**config.mk**
```make
export PLATFORM = sky130hd
export DESIGN_NAME = segment_index_box_parser_unit
export DESIGN_NICKNAME = d
export VERILOG_FILES = /design/src/rtl/sibp_pkg.sv /design/src/rtl/sibp_div.sv /design/src/rtl/segment_index_box_parser_unit.sv
export SDC_FILE = /design/constraint.sdc
export NUM_CORES = 1
export LEC_CHECK = 0
export ABC_CLOCK_PERIOD_IN_PS = 9000
export BUFFER_PORTS_ARGS = -buffer_cell sky130_fd_sc_hd__buf_4
export CAP_MARGIN = 5
export CORE_MARGIN = 2
export CORE_UTILIZATION = 56
export CTS_BUF_LIST = sky130_fd_sc_hd__clkbuf_8
export DETAILED_ROUTE_END_ITERATION = 8
export PLACE_DENSITY = 0.79
export SYNTH_ARGS = -nofsm -noshare
export SYNTH_HDL_FRONTEND = slang
export SYNTH_SLANG_ARGS = --single-unit
export TNS_END_PERCENT = 30
```
**constraint.sdc**
```tcl
create_clock -name clk -period 9 [get_ports clk]
set_input_delay 1.8 -clock clk [delete_from_list [all_inputs] [get_ports clk]]
set_output_delay 1.8 -clock clk [all_outputs]
set_load 0.02 [all_outputs]
```
**src/rtl/sibp_pkg.sv**
```systemverilog
// ----------------------------------------------------------------------------
// sibp_pkg
// Shared types and constants for the segment index box parser.
// ----------------------------------------------------------------------------
package sibp_pkg;

  // Box type word, ASCII 'sidx'
  localparam logic [31:0] SIDX_TYPE = 32'h7369_6478;

  localparam int unsigned SIZE_W     = 31;  // referenced size width
  localparam int unsigned DUR_W      = 48;  // duration quotient width, Q32.16
  localparam int unsigned FRAC_W     = 16;  // fraction bits of the quotient
  localparam int unsigned SCALE_W    = 32;  // timescale width
  localparam int unsigned POS_W      = 32;  // byte position width
  localparam int unsigned ENTRY_IDX_W = 16;

  // Iterative divider: one quotient bit per cycle
  localparam int unsigned DIV_STEPS = DUR_W;
  localparam int unsigned DIV_CNT_W = $clog2(DIV_STEPS);

  // Byte positions at which header fields complete
  localparam logic [POS_W-1:0] POS_LEN_END   = 32'd3;
  localparam logic [POS_W-1:0] POS_TYPE_END  = 32'd7;
  localparam logic [POS_W-1:0] POS_VER_END   = 32'd11;
  localparam logic [POS_W-1:0] POS_SCALE_END = 32'd19;
  localparam logic [POS_W-1:0] POS_HEAD_SHORT = 32'd31;
  localparam logic [POS_W-1:0] POS_HEAD_LONG  = 32'd39;

  // Entry end relative to head end: 12 bytes per entry, duration ends at +8
  localparam int unsigned ENTRY_END_W = 20;
  localparam logic [ENTRY_END_W-1:0] ENTRY_END_SHORT = 20'd39;
  localparam logic [ENTRY_END_W-1:0] ENTRY_END_LONG  = 20'd47;

  typedef enum logic [2:0] {
    ST_ENTRY_OK   = 3'd0,
    ST_OFFSET_OK  = 3'd1,
    ST_BAD_SIZE   = 3'd2,
    ST_BAD_TYPE   = 3'd3,
    ST_INDEX_OUT  = 3'd4,
    ST_TRUNCATED  = 3'd5,
    ST_ZERO_SCALE = 3'd6
  } status_t;

endpackage

```
**src/rtl/sibp_div.sv**
```systemverilog
// ----------------------------------------------------------------------------
// sibp_div
// Restoring divider, one quotient bit per cycle, for duration / timescale.
// ----------------------------------------------------------------------------
module sibp_div (
  input  logic                              clk,
  input  logic                              rst,
  input  logic                              start,
  input  logic [sibp_pkg::DUR_W-1:0]        dividend,
  input  logic [sibp_pkg::SCALE_W-1:0]      divisor,
  output logic                              done,
  output logic [sibp_pkg::DUR_W-1:0]        quotient
);

  logic                               busy;
  logic [sibp_pkg::DIV_CNT_W-1:0]     count;
  logic [sibp_pkg::SCALE_W-1:0]       rem;
  logic [sibp_pkg::DUR_W-1:0]         quo;
  logic [sibp_pkg::SCALE_W-1:0]       dvs;

  logic [sibp_pkg::SCALE_W:0]         rem_shift;
  logic [sibp_pkg::SCALE_W:0]         rem_sub;
  logic                               ge;

  always_comb begin
    rem_shift = {rem, quo[sibp_pkg::DUR_W-1]};
    ge        = rem_shift >= {1'b0, dvs};
    rem_sub   = rem_shift - {1'b0, dvs};
  end

  always_ff @(posedge clk) begin
    if (rst) begin
      busy <= 1'b0;
      done <= 1'b0;
    end else begin
      done <= 1'b0;
      if (start) begin
        busy  <= 1'b1;
        count <= sibp_pkg::DIV_CNT_W'(sibp_pkg::DIV_STEPS - 1);
        rem   <= '0;
        quo   <= dividend;
        dvs   <= divisor;
      end else if (busy) begin
        rem   <= ge ? rem_sub[sibp_pkg::SCALE_W-1:0] : rem_shift[sibp_pkg::SCALE_W-1:0];
        quo   <= {quo[sibp_pkg::DUR_W-2:0], ge};
        count <= count - 1'b1;
        if (count == '0) begin
          busy <= 1'b0;
          done <= 1'b1;
        end
      end
    end
  end

  assign quotient = quo;

endmodule

```
**src/rtl/segment_index_box_parser_unit.sv**
```systemverilog
// ----------------------------------------------------------------------------
// segment_index_box_parser_unit
// Byte-serial parser for an ISO BMFF segment index box with entry lookup.
// ----------------------------------------------------------------------------
// Feed the box one byte per item, big-endian, with last_byte on its final
// byte; box_size, entry_index and want_first_offset are sampled with the
// first byte. Each box gives exactly one result item: the first offset, or
// the chosen entry's size and duration/timescale (Q32.16), or an error
// status (wrong size, wrong type, index out of range, truncated box, zero
// timescale). Throughput: ordinary bytes are taken back to back. A byte that
// produces a result holds the input off until the result item is taken.
// A successful entry lookup runs the one-bit-per-cycle divider, and that
// byte holds the input off through the division and until its result is taken.
// Bytes after a result are dropped until last_byte, which restarts parsing.
// ----------------------------------------------------------------------------
module segment_index_box_parser_unit (
  input  logic        clk,
  input  logic        rst,
  // byte channel
  input  logic        byte_valid,
  output logic        byte_stall,
  input  logic [7:0]  box_byte,
  input  logic        last_byte,
  input  logic [31:0] box_size,
  input  logic [15:0] entry_index,
  input  logic        want_first_offset,
  // result channel
  output logic        result_valid,
  input  logic        result_stall,
  output logic [2:0]  status,
  output logic [30:0] entry_size,
  output logic [47:0] entry_duration,
  output logic [31:0] offset_low
);

  typedef enum logic {S_IDLE, S_DIV} state_t;

  state_t state;

  // parser state
  logic [sibp_pkg::POS_W-1:0]       byte_position;
  logic [63:0]                      field_accumulator;
  logic                             long_fields;
  logic [sibp_pkg::SCALE_W-1:0]     time_scale;
  logic [31:0]                      saved_size;
  logic [sibp_pkg::ENTRY_IDX_W-1:0] saved_index;
  logic                             saved_mode;
  logic                             result_given;

  // per-byte decode
  logic                                byte_fire;
  logic [63:0]                         acc_next;
  logic [sibp_pkg::POS_W-1:0]          head_end;
  logic [sibp_pkg::ENTRY_END_W-1:0]    entry_end;
  logic                                res_fire;   // immediate result
  logic                                div_start;  // result after division
  sibp_pkg::status_t                   res_status;
  logic [31:0]                         res_offset;

  logic                                div_done;
  logic [sibp_pkg::DUR_W-1:0]          div_quotient;

  assign byte_fire  = byte_valid && !byte_stall;
  // one byte in flight: hold off while dividing or while a result waits
  assign byte_stall = (state != S_IDLE) || result_valid;

  assign acc_next = {field_accumulator[55:0], box_byte};
  assign head_end = long_fields ? sibp_pkg::POS_HEAD_LONG : sibp_pkg::POS_HEAD_SHORT;

  // head end + 12 * index + 8
  assign entry_end = ({4'b0, saved_index} << 3) + ({4'b0, saved_index} << 2)
                   + (long_fields ? sibp_pkg::ENTRY_END_LONG : sibp_pkg::ENTRY_END_SHORT);

  always_comb begin
    res_fire   = 1'b0;
    div_start  = 1'b0;
    res_status = sibp_pkg::ST_TRUNCATED;
    res_offset = '0;
    if (byte_fire && !result_given) begin
      if (byte_position == sibp_pkg::POS_LEN_END) begin
        if (acc_next[31:0] != saved_size) begin
          res_fire   = 1'b1;
          res_status = sibp_pkg::ST_BAD_SIZE;
        end
      end else if (byte_position == sibp_pkg::POS_TYPE_END) begin
        if (acc_next[31:0] != sibp_pkg::SIDX_TYPE) begin
          res_fire   = 1'b1;
          res_status = sibp_pkg::ST_BAD_TYPE;
        end
      end else if (byte_position == sibp_pkg::POS_VER_END ||
                   byte_position == sibp_pkg::POS_SCALE_END) begin
        // captured in the register block
      end else if (byte_position == head_end) begin
        if (saved_mode) begin
          res_fire   = 1'b1;
          res_status = sibp_pkg::ST_OFFSET_OK;
          res_offset = acc_next[63:32];
        end else if (saved_index >= acc_next[15:0]) begin
          res_fire   = 1'b1;
          res_status = sibp_pkg::ST_INDEX_OUT;
        end
      end else if (byte_position == {12'b0, entry_end}) begin
        if (time_scale == '0) begin
          res_fire   = 1'b1;
          res_status = sibp_pkg::ST_ZERO_SCALE;
        end else begin
          div_start  = 1'b1;
          res_status = sibp_pkg::ST_ENTRY_OK;
        end
      end
      // truncated box: last byte with nothing else to report
      if (!res_fire && !div_start && last_byte) begin
        res_fire   = 1'b1;
        res_status = sibp_pkg::ST_TRUNCATED;
      end
    end
  end

  sibp_div u_div (
    .clk      (clk),
    .rst      (rst),
    .start    (div_start),
    .dividend ({acc_next[31:0], sibp_pkg::FRAC_W'(0)}),
    .divisor  (time_scale),
    .done     (div_done),
    .quotient (div_quotient)
  );

  always_ff @(posedge clk) begin
    if (rst) begin
      state             <= S_IDLE;
      result_valid      <= 1'b0;
      byte_position     <= '0;
      field_accumulator <= '0;
      long_fields       <= 1'b0;
      time_scale        <= '0;
      saved_size        <= '0;
      saved_index       <= '0;
      saved_mode        <= 1'b0;
      result_given      <= 1'b0;
    end else begin
      if (result_valid && !result_stall) begin
        result_valid <= 1'b0;
      end

      unique case (state)
        S_IDLE: begin
          if (div_start) begin
            state <= S_DIV;
          end
        end
        S_DIV: begin
          if (div_done) begin
            state          <= S_IDLE;
            result_valid   <= 1'b1;
            entry_duration <= div_quotient;
          end
        end
        default: state <= S_IDLE;
      endcase

      // result payload
      if (res_fire) begin
        result_valid   <= 1'b1;
        status         <= res_status;
        entry_size     <= '0;
        entry_duration <= '0;
        offset_low     <= res_offset;
      end else if (div_start) begin
        status       <= res_status;
        entry_size   <= acc_next[62:32];
        offset_low   <= '0;
      end

      // parser registers
      if (byte_fire) begin
        if (last_byte) begin
          byte_position     <= '0;
          field_accumulator <= '0;
          long_fields       <= 1'b0;
          time_scale        <= '0;
          saved_size        <= '0;
          saved_index       <= '0;
          saved_mode        <= 1'b0;
          result_given      <= 1'b0;
        end else if (!result_given) begin
          field_accumulator <= acc_next;
          if (byte_position == '0) begin
            saved_size  <= box_size;
            saved_index <= entry_index;
            saved_mode  <= want_first_offset;
          end
          if (byte_position == sibp_pkg::POS_VER_END) begin
            long_fields <= acc_next[31:24] != 8'd0;
          end
          if (byte_position == sibp_pkg::POS_SCALE_END) begin
            time_scale <= acc_next[31:0];
          end
          if (res_fire || div_start) begin
            result_given <= 1'b1;
          end else begin
            byte_position <= byte_position + 1'b1;
          end
        end
      end
    end
  end

  // -- assertions -------------------------------------------------------------

  // the divider only reports while the sequencer waits on it
  a_done_in_div: assert property (@(posedge clk) disable iff (rst)
    div_done |-> state == S_DIV)
    else $error("divider done outside division state");

  // a division start always moves the sequencer into the wait state
  a_start_to_div: assert property (@(posedge clk) disable iff (rst)
    div_start |=> state == S_DIV && !result_valid)
    else $error("division started without entering wait state");

  // only a good entry carries size and duration
  a_entry_zero: assert property (@(posedge clk) disable iff (rst)
    result_valid && status != sibp_pkg::ST_ENTRY_OK |->
      entry_size == '0 && entry_duration == '0)
    else $error("entry fields set on a non-entry result");

  // only an offset result carries the offset
  a_offset_zero: assert property (@(posedge clk) disable iff (rst)
    result_valid && status != sibp_pkg::ST_OFFSET_OK |-> offset_low == '0)
    else $error("offset set on a non-offset result");

endmodule

```
Word level (Yosys, flattened, before mapping). Index checks and enable logic that the tools add are counted.

Register bits after elaboration: 407. Bits of input ports: 62. Output and inout bits: 116. Word-level logic and storage cells: 162.

Add/sub/neg operators: 5. Order comparisons: 2. Eq/ne operators: 10. Multiplexer cells: 87. Bitwise logic cells: 3. Reductions and logical operators: 34.

Operator list (count): $mux W32 (19); $mux W48 (4); $mux W56 (2); $logic_not A32 Y1 (2); $mux W16 (3); $mux W1 (41); $mux W3 (13); $ge A33 B32 Y1 (1); $add A32 B1 Y32 const B (1); $eq A32 B2 Y1 const B (1); $eq A32 B20 Y1 (1); $eq A32 B3 Y1 const B (1); $eq A32 B4 Y1 const B (1); $eq A32 B5 Y1 const B (1); $eq A32 B6 Y1 (1); $ne A32 B31 Y1 const B (1); $ne A32 B32 Y1 (1); $sub A32 B32 Y32 (1); $mux W31 (1); $add A19 B18 Y20 (1); $add A20 B6 Y20 (1); $ge A16 B16 Y1 (1); $reduce_and A3 Y1 (5); $reduce_bool A2 Y1 (7); 13 further kinds (30).

Logic depth before layout (Yosys ltp).
Word-level depth: 18. Depth in mapped cells: 16. Depth with buffers taken out: 14.

Hierarchy. From an unflattened synthesis, not the netlist that was laid out.

Cell total of the unflattened synthesis: 1976. Area total of the unflattened synthesis: 20412.1 µm².

Modules (own cells, without submodules): segment_index_box_parser_unit (instances 1, cells each 1418, area each 13740.7 µm², sequential area each 6886.6 µm²); sibp_div (instances 1, cells each 558, area each 6671.4 µm², sequential area each 3583.4 µm²).

Worst setup path before layout. OpenSTA, ideal clock, no wires.

Path kind: input to register. Start: input box_byte[7]. End: register entry_size[0] (enable). Library setup time: 588 ps. Arrival: 8204 ps. Data required time: 8412 ps. Slack: 208 ps. Cell stages on the path: 11. Buffers on the path: 0. Path through: inv_1 ha_1 nand3_1 a21oi_1 a2111o_1 a21o_1 a21oi_1 a21boi_0 nor4b_1 o21ai_0 a211oi_1.

Longest elaborated chain between the ends: 15. Elaborated cells on any way between the ends: 19. Those cells by class: 1 x order compare; 2 x eq/ne; 11 x mux; 5 x reduce/logical.

Ends and longest elaborated chain: start: declaration (RTL line segment_index_box_parser_unit.sv:22) `input logic [7:0] box_byte,`; $ge A16 B16 Y1 (RTL line segment_index_box_parser_unit.sv:98) `end else if (saved_index >= acc_next[15:0]) begin`; $mux W1 (RTL line segment_index_box_parser_unit.sv:98); $mux W1 (RTL line segment_index_box_parser_unit.sv:94) `if (saved_mode) begin`; $mux W1 (RTL line segment_index_box_parser_unit.sv:93) `end else if (byte_position == head_end) begin`; $mux W1 (RTL line segment_index_box_parser_unit.sv:90) `end else if (byte_position == sibp_pkg::POS_VER_END ||`; $mux W1 (RTL line segment_index_box_parser_unit.sv:85) `end else if (byte_position == sibp_pkg::POS_TYPE_END) begin`; $mux W1 (*) (RTL line segment_index_box_parser_unit.sv:80) `if (byte_position == sibp_pkg::POS_LEN_END) begin`; $mux W1 (*) (RTL line segment_index_box_parser_unit.sv:79) `if (byte_fire && !result_given) begin`; $logic_not A1 Y1 (RTL line segment_index_box_parser_unit.sv:112) `if (!res_fire && !div_start && last_byte) begin`; $logic_and A1 B1 Y1 (2 in a row) (RTL line segment_index_box_parser_unit.sv:112); $mux W1 (*) (RTL line segment_index_box_parser_unit.sv:112); $mux W1 (*) (RTL line segment_index_box_parser_unit.sv:79); $reduce_bool A2 Y1 (no line) (*); $reduce_and A2 Y1 (no line) (*); end signal: assignment (RTL line segment_index_box_parser_unit.sv:171) `entry_size <= acc_next[62:32];`; end: declaration (RTL line segment_index_box_parser_unit.sv:31) `output logic [30:0] entry_size,`.

Mark *: on every way between the ends. The rest lies on a longest branch, timed or not. The select of a mux whose other input is x is not followed. A chain may end at the register's enable or synchronous reset.

Worst setup path in the final report.
Start: register saved_index[14] in the netlist's numbering. End: register u_div.quo, in the netlist u_div.quotient[27] (enable).

Longest elaborated chain between the ends: 12.

Ends and longest elaborated chain: start: declaration (RTL line segment_index_box_parser_unit.sv:46) `logic [sibp_pkg::ENTRY_IDX_W-1:0] saved_index;`; start signal: assignment (RTL line segment_index_box_parser_unit.sv:190) `saved_index <= entry_index;`; $add A19 B18 Y20 (RTL line segment_index_box_parser_unit.sv:71) `assign entry_end = ({4'b0, saved_index} << 3) + ({4'b0, saved_index} << 2)`; $add A20 B6 Y20 (RTL line segment_index_box_parser_unit.sv:72) `+ (long_fields ? sibp_pkg::ENTRY_END_LONG : sibp_pkg::ENTRY_END_SHORT);`; $eq A32 B20 Y1 (RTL line segment_index_box_parser_unit.sv:102) `end else if (byte_position == {12'b0, entry_end}) begin`; $mux W1 (RTL line segment_index_box_parser_unit.sv:102); $mux W1 (RTL line segment_index_box_parser_unit.sv:93); $mux W1 (RTL line segment_index_box_parser_unit.sv:90); $mux W1 (RTL line segment_index_box_parser_unit.sv:85); $mux W1 (RTL line segment_index_box_parser_unit.sv:80); $mux W1 (2 in a row) (RTL line segment_index_box_parser_unit.sv:79); $reduce_bool A2 Y1 (no line); $reduce_and A2 Y1 (no line); end signal: assignment (RTL line sibp_div.sv:41) `quo <= dividend;`; end signal: assignment (RTL line sibp_div.sv:45) `quo <= {quo[sibp_pkg::DUR_W-2:0], ge};`; end: declaration (RTL line sibp_div.sv:18) `logic [sibp_pkg::DUR_W-1:0] quo;`.

Every way passes these cells. The select of a mux whose other input is x is not followed.

==> results.md <==
* Status: complete, no violations
* Row count at 69
* Die width at between 150 and 200 µm
* Area of the die at around 0.037 mm²
* Max VDD drop at between 100 and 150 µV
* Setup TNS Final at 0 ns
* Worst-Margin Slew at between 1 and 1.5 ns
* Synth area leader: edfxtp_1
* Clock Sinks at 407
* WP data required at between 9 and 10 ns
* Max Cap Violations at 0
* Net Count, Synth at around 2100
* Remaining DRCs at 0
* CP endpoint kind: register
* Post-Synthesis Cells at slightly below 2000
* Total CTS buffers at 66
* Largest net degree at the start of global routing at approximately 110
* Setup bufs post-CTS at 0
* Setup Viol. Count Final at 0
* Cell Pwr Density at around 170 mW/mm²
* Minimum clock period at 5.605 ns
* Layout area overhead at 15.36%
* CP bufs+invs at 4
* Hold Fails Final Rpt at 0
* Critical path type: register to register
* Initial Utilization at between 50% and 60%
* Area contributors post-synth: edfxtp_1, dfxtp_1, a22oi_1, ha_1, nor2_1
* Global-route wire length before repair at slightly above 80000 µm
* Synth Register Bits at approximately 400
* Cell area after synthesis at roughly 0.020 mm²
* Pre-antenna DRT Iters at 6
* Die Span Y at ~190 µm
* Slew Limit Fails at 0
* Slowest cell on crit path: buf_4
* Critical path launch point type: register
* Via count at roughly 16000
* Yosys warning total at 0
* Top post-synthesis cells by count: nor2_1, edfxtp_1, dfxtp_1
* Post-detail-place hpwl at ~37000 µm
* Synth cell types at 72
* Cell Chain, Critical Path: inv_1 > ha_1 > inv_1 > ha_1 > and4_1 > a21oi_1 > o2111ai_1 > nor4_1 > nand3_1 > or3b_1 > nor4_4 > and3_1 > buf_4 > nor2_1 > nor2_4 > buf_4
* Layout cells sized above 1 at roughly 15%
* Post-CTS resize count at 0
* Count leader, synth: nor2_1
* H-tree depth at 3
* Relative slew margins at around 15%
* Initial antenna violation count at 0
* Port Buffer Count at approximately 180
* Core region area at roughly 0.035 mm²
* Grt ovf at 0
* CP Data Arrival Time at a little under 6 ns
* Crit path largest cell delay at 0.86 ns
* Via density per instance at between 6 and 7
* Final worst slack at about 3.4 ns
* Family with the most delay on the worst path: simple AND/OR/NAND/NOR gates
* Post-synth top flop: edfxtp_1
* Maximum fanout along the worst path at between 80 and 90
* Clk root buf: clkbuf_8
* TritonCTS clock tree: done
* Initial drt markers at 1631
* Hold buffer count at cts at 0
* Static Leak at around 0.009 µW
* WL per Instance at between 20 and 25 µm
* Remaining antenna violation count at 0
* Max Freq at approximately 0.18 GHz
* Clock tree buffer depth at 3
* Dpl ws at ~3.4 ns
* Class of the worst hold path: register to register
* Post-synth top area share at between 30% and 40%
* EDFF count, synth at approximately 230
* Final nets at roughly 2200
* GRT Overall Usage at ~28%
* I/O pin cnt at 178
* Clock transition at path regs at roughly 0.060 ns
* Vias in the first global route at between 15000 and 20000
* Fraction of the yosys area taken by sequential cells at between 50% and 60%
* Fin crit share at between 60 and 70%
* Syn avg cell area at roughly 10 µm²
* Worst-skew pair later-pin latency at roughly 0.61 ns
* Asr flop ratio synth at 0%
* Detailed Route WL at between 50000 and 60000 µm
* Final GP Congestion at about 1
* Fillers at approximately 2700
* Unrepaired setup endpoints after global routing: no
* Ant. Diodes at 0
* Clk_skew at between 0.03 and 0.04 ns
==> final timing paths <==
path                         to            start  slack (ns)  cells after the start
max          u_div.quotient[27]  saved_index[14]        3.40                     16
min               u_div.dvs[24]   time_scale[24]        0.46                      0
max reg2reg  u_div.quotient[27]  saved_index[14]        3.40                     16
min reg2reg       u_div.dvs[24]   time_scale[24]        0.46                      0
==> power breakdown <==
part,switching (µW),internal (µW)
combinational,193,101
clock,752,908
sequential,21.6,1980
total,966,2990
==> area by class of cell <==
cell class | instances | area, µm² | area share, %
well taps | 461 | 576.8 | 2.513
clock inverters | 47 | 347.8 | 1.516
multi-input cells | 1337 | 8778 | 38.25
repair buffers | 194 | 1456 | 6.346
flip-flops and latches | 407 | 10470 | 45.62
clock buffers | 74 | 1018 | 4.438
inverters | 80 | 300.3 | 1.309
==> per-stage QoR <==
step	total power (µW)	cell area, µm²	util (%)	cells	hold slack [ns]
detailed placement	2331	21580	61.12	2479	0.4453
finish	3956	22950	64.99	2600	0.4643
global route	4088	22950	64.99	2600	0.4730
global placement	2328	21580	61.12	2479	0.4431
floorplan	2218	19890	-	1930	0.4309
CTS	3975	22950	64.99	2600	0.4514
==> cell families after synthesis <==
| logic type | share of synthesized area [%] |
|---|---|
| flip-flops | 52.63 |
| AND/OR/NAND/NOR | 18.82 |
| AO/OA/AOI/OAI | 13.64 |
| buffers and inverters | 3.717 |
| XOR/XNOR | 4.107 |
| multiplexers | 1.629 |
| adder cells (fa/ha/maj) | 5.459 |
==> registers in the layout, summed over array words and instances (netlist names), 3 cells and up <==
register / cells
u_div.rem: 32
u_div.count: 6
saved_size: 32
time_scale: 32
u_div.quotient: 48
field_accumulator: 56
u_div.dvs: 32
offset_low: 32
status: 3
entry_duration: 48
byte_position: 32
saved_index: 16
entry_size: 31
==> worst register-to-register path: cells and delay by family (launching register included) <==
family / cells / cell delay, ns
buf+inv: 4 / 1.49
compound gates: 2 / 0.42
flops: 1 / 0.52
fa+ha+maj: 2 / 0.61
simple gates: 8 / 2.09
==> layout by cell type (no fill, tap or decap), drive strengths merged, types with 12 or more instances in the layout <==
cell,n
and4,36
buf,194
edfxtp,232
clkinv,19
nand4,31
clkbuf,74
xnor2,64
and3,21
nor3b,13
o21a,16
and2,25
o21ai,76
ha,82
mux2i,29
inv,102
dfxtp,175
a21o,22
a211oi,13
nor2b,88
a22oi,137
or3,21
nor4,27
nand3,36
nor2,240
nor3,28
nand2,126
a21oi,68
o211ai,12
xor2,24
==> layer usage <==
layer  share of wire [%]  global-route usage, %  up-vias
met5                   0                      0        -
met4                 2.7                  9.102        0
met3                 6.6                  4.219      117
met2                  49                  47.68      668
met1                  42                  38.15     7495
li1                    -                      -     7358
(Power assumes the default switching activity.)
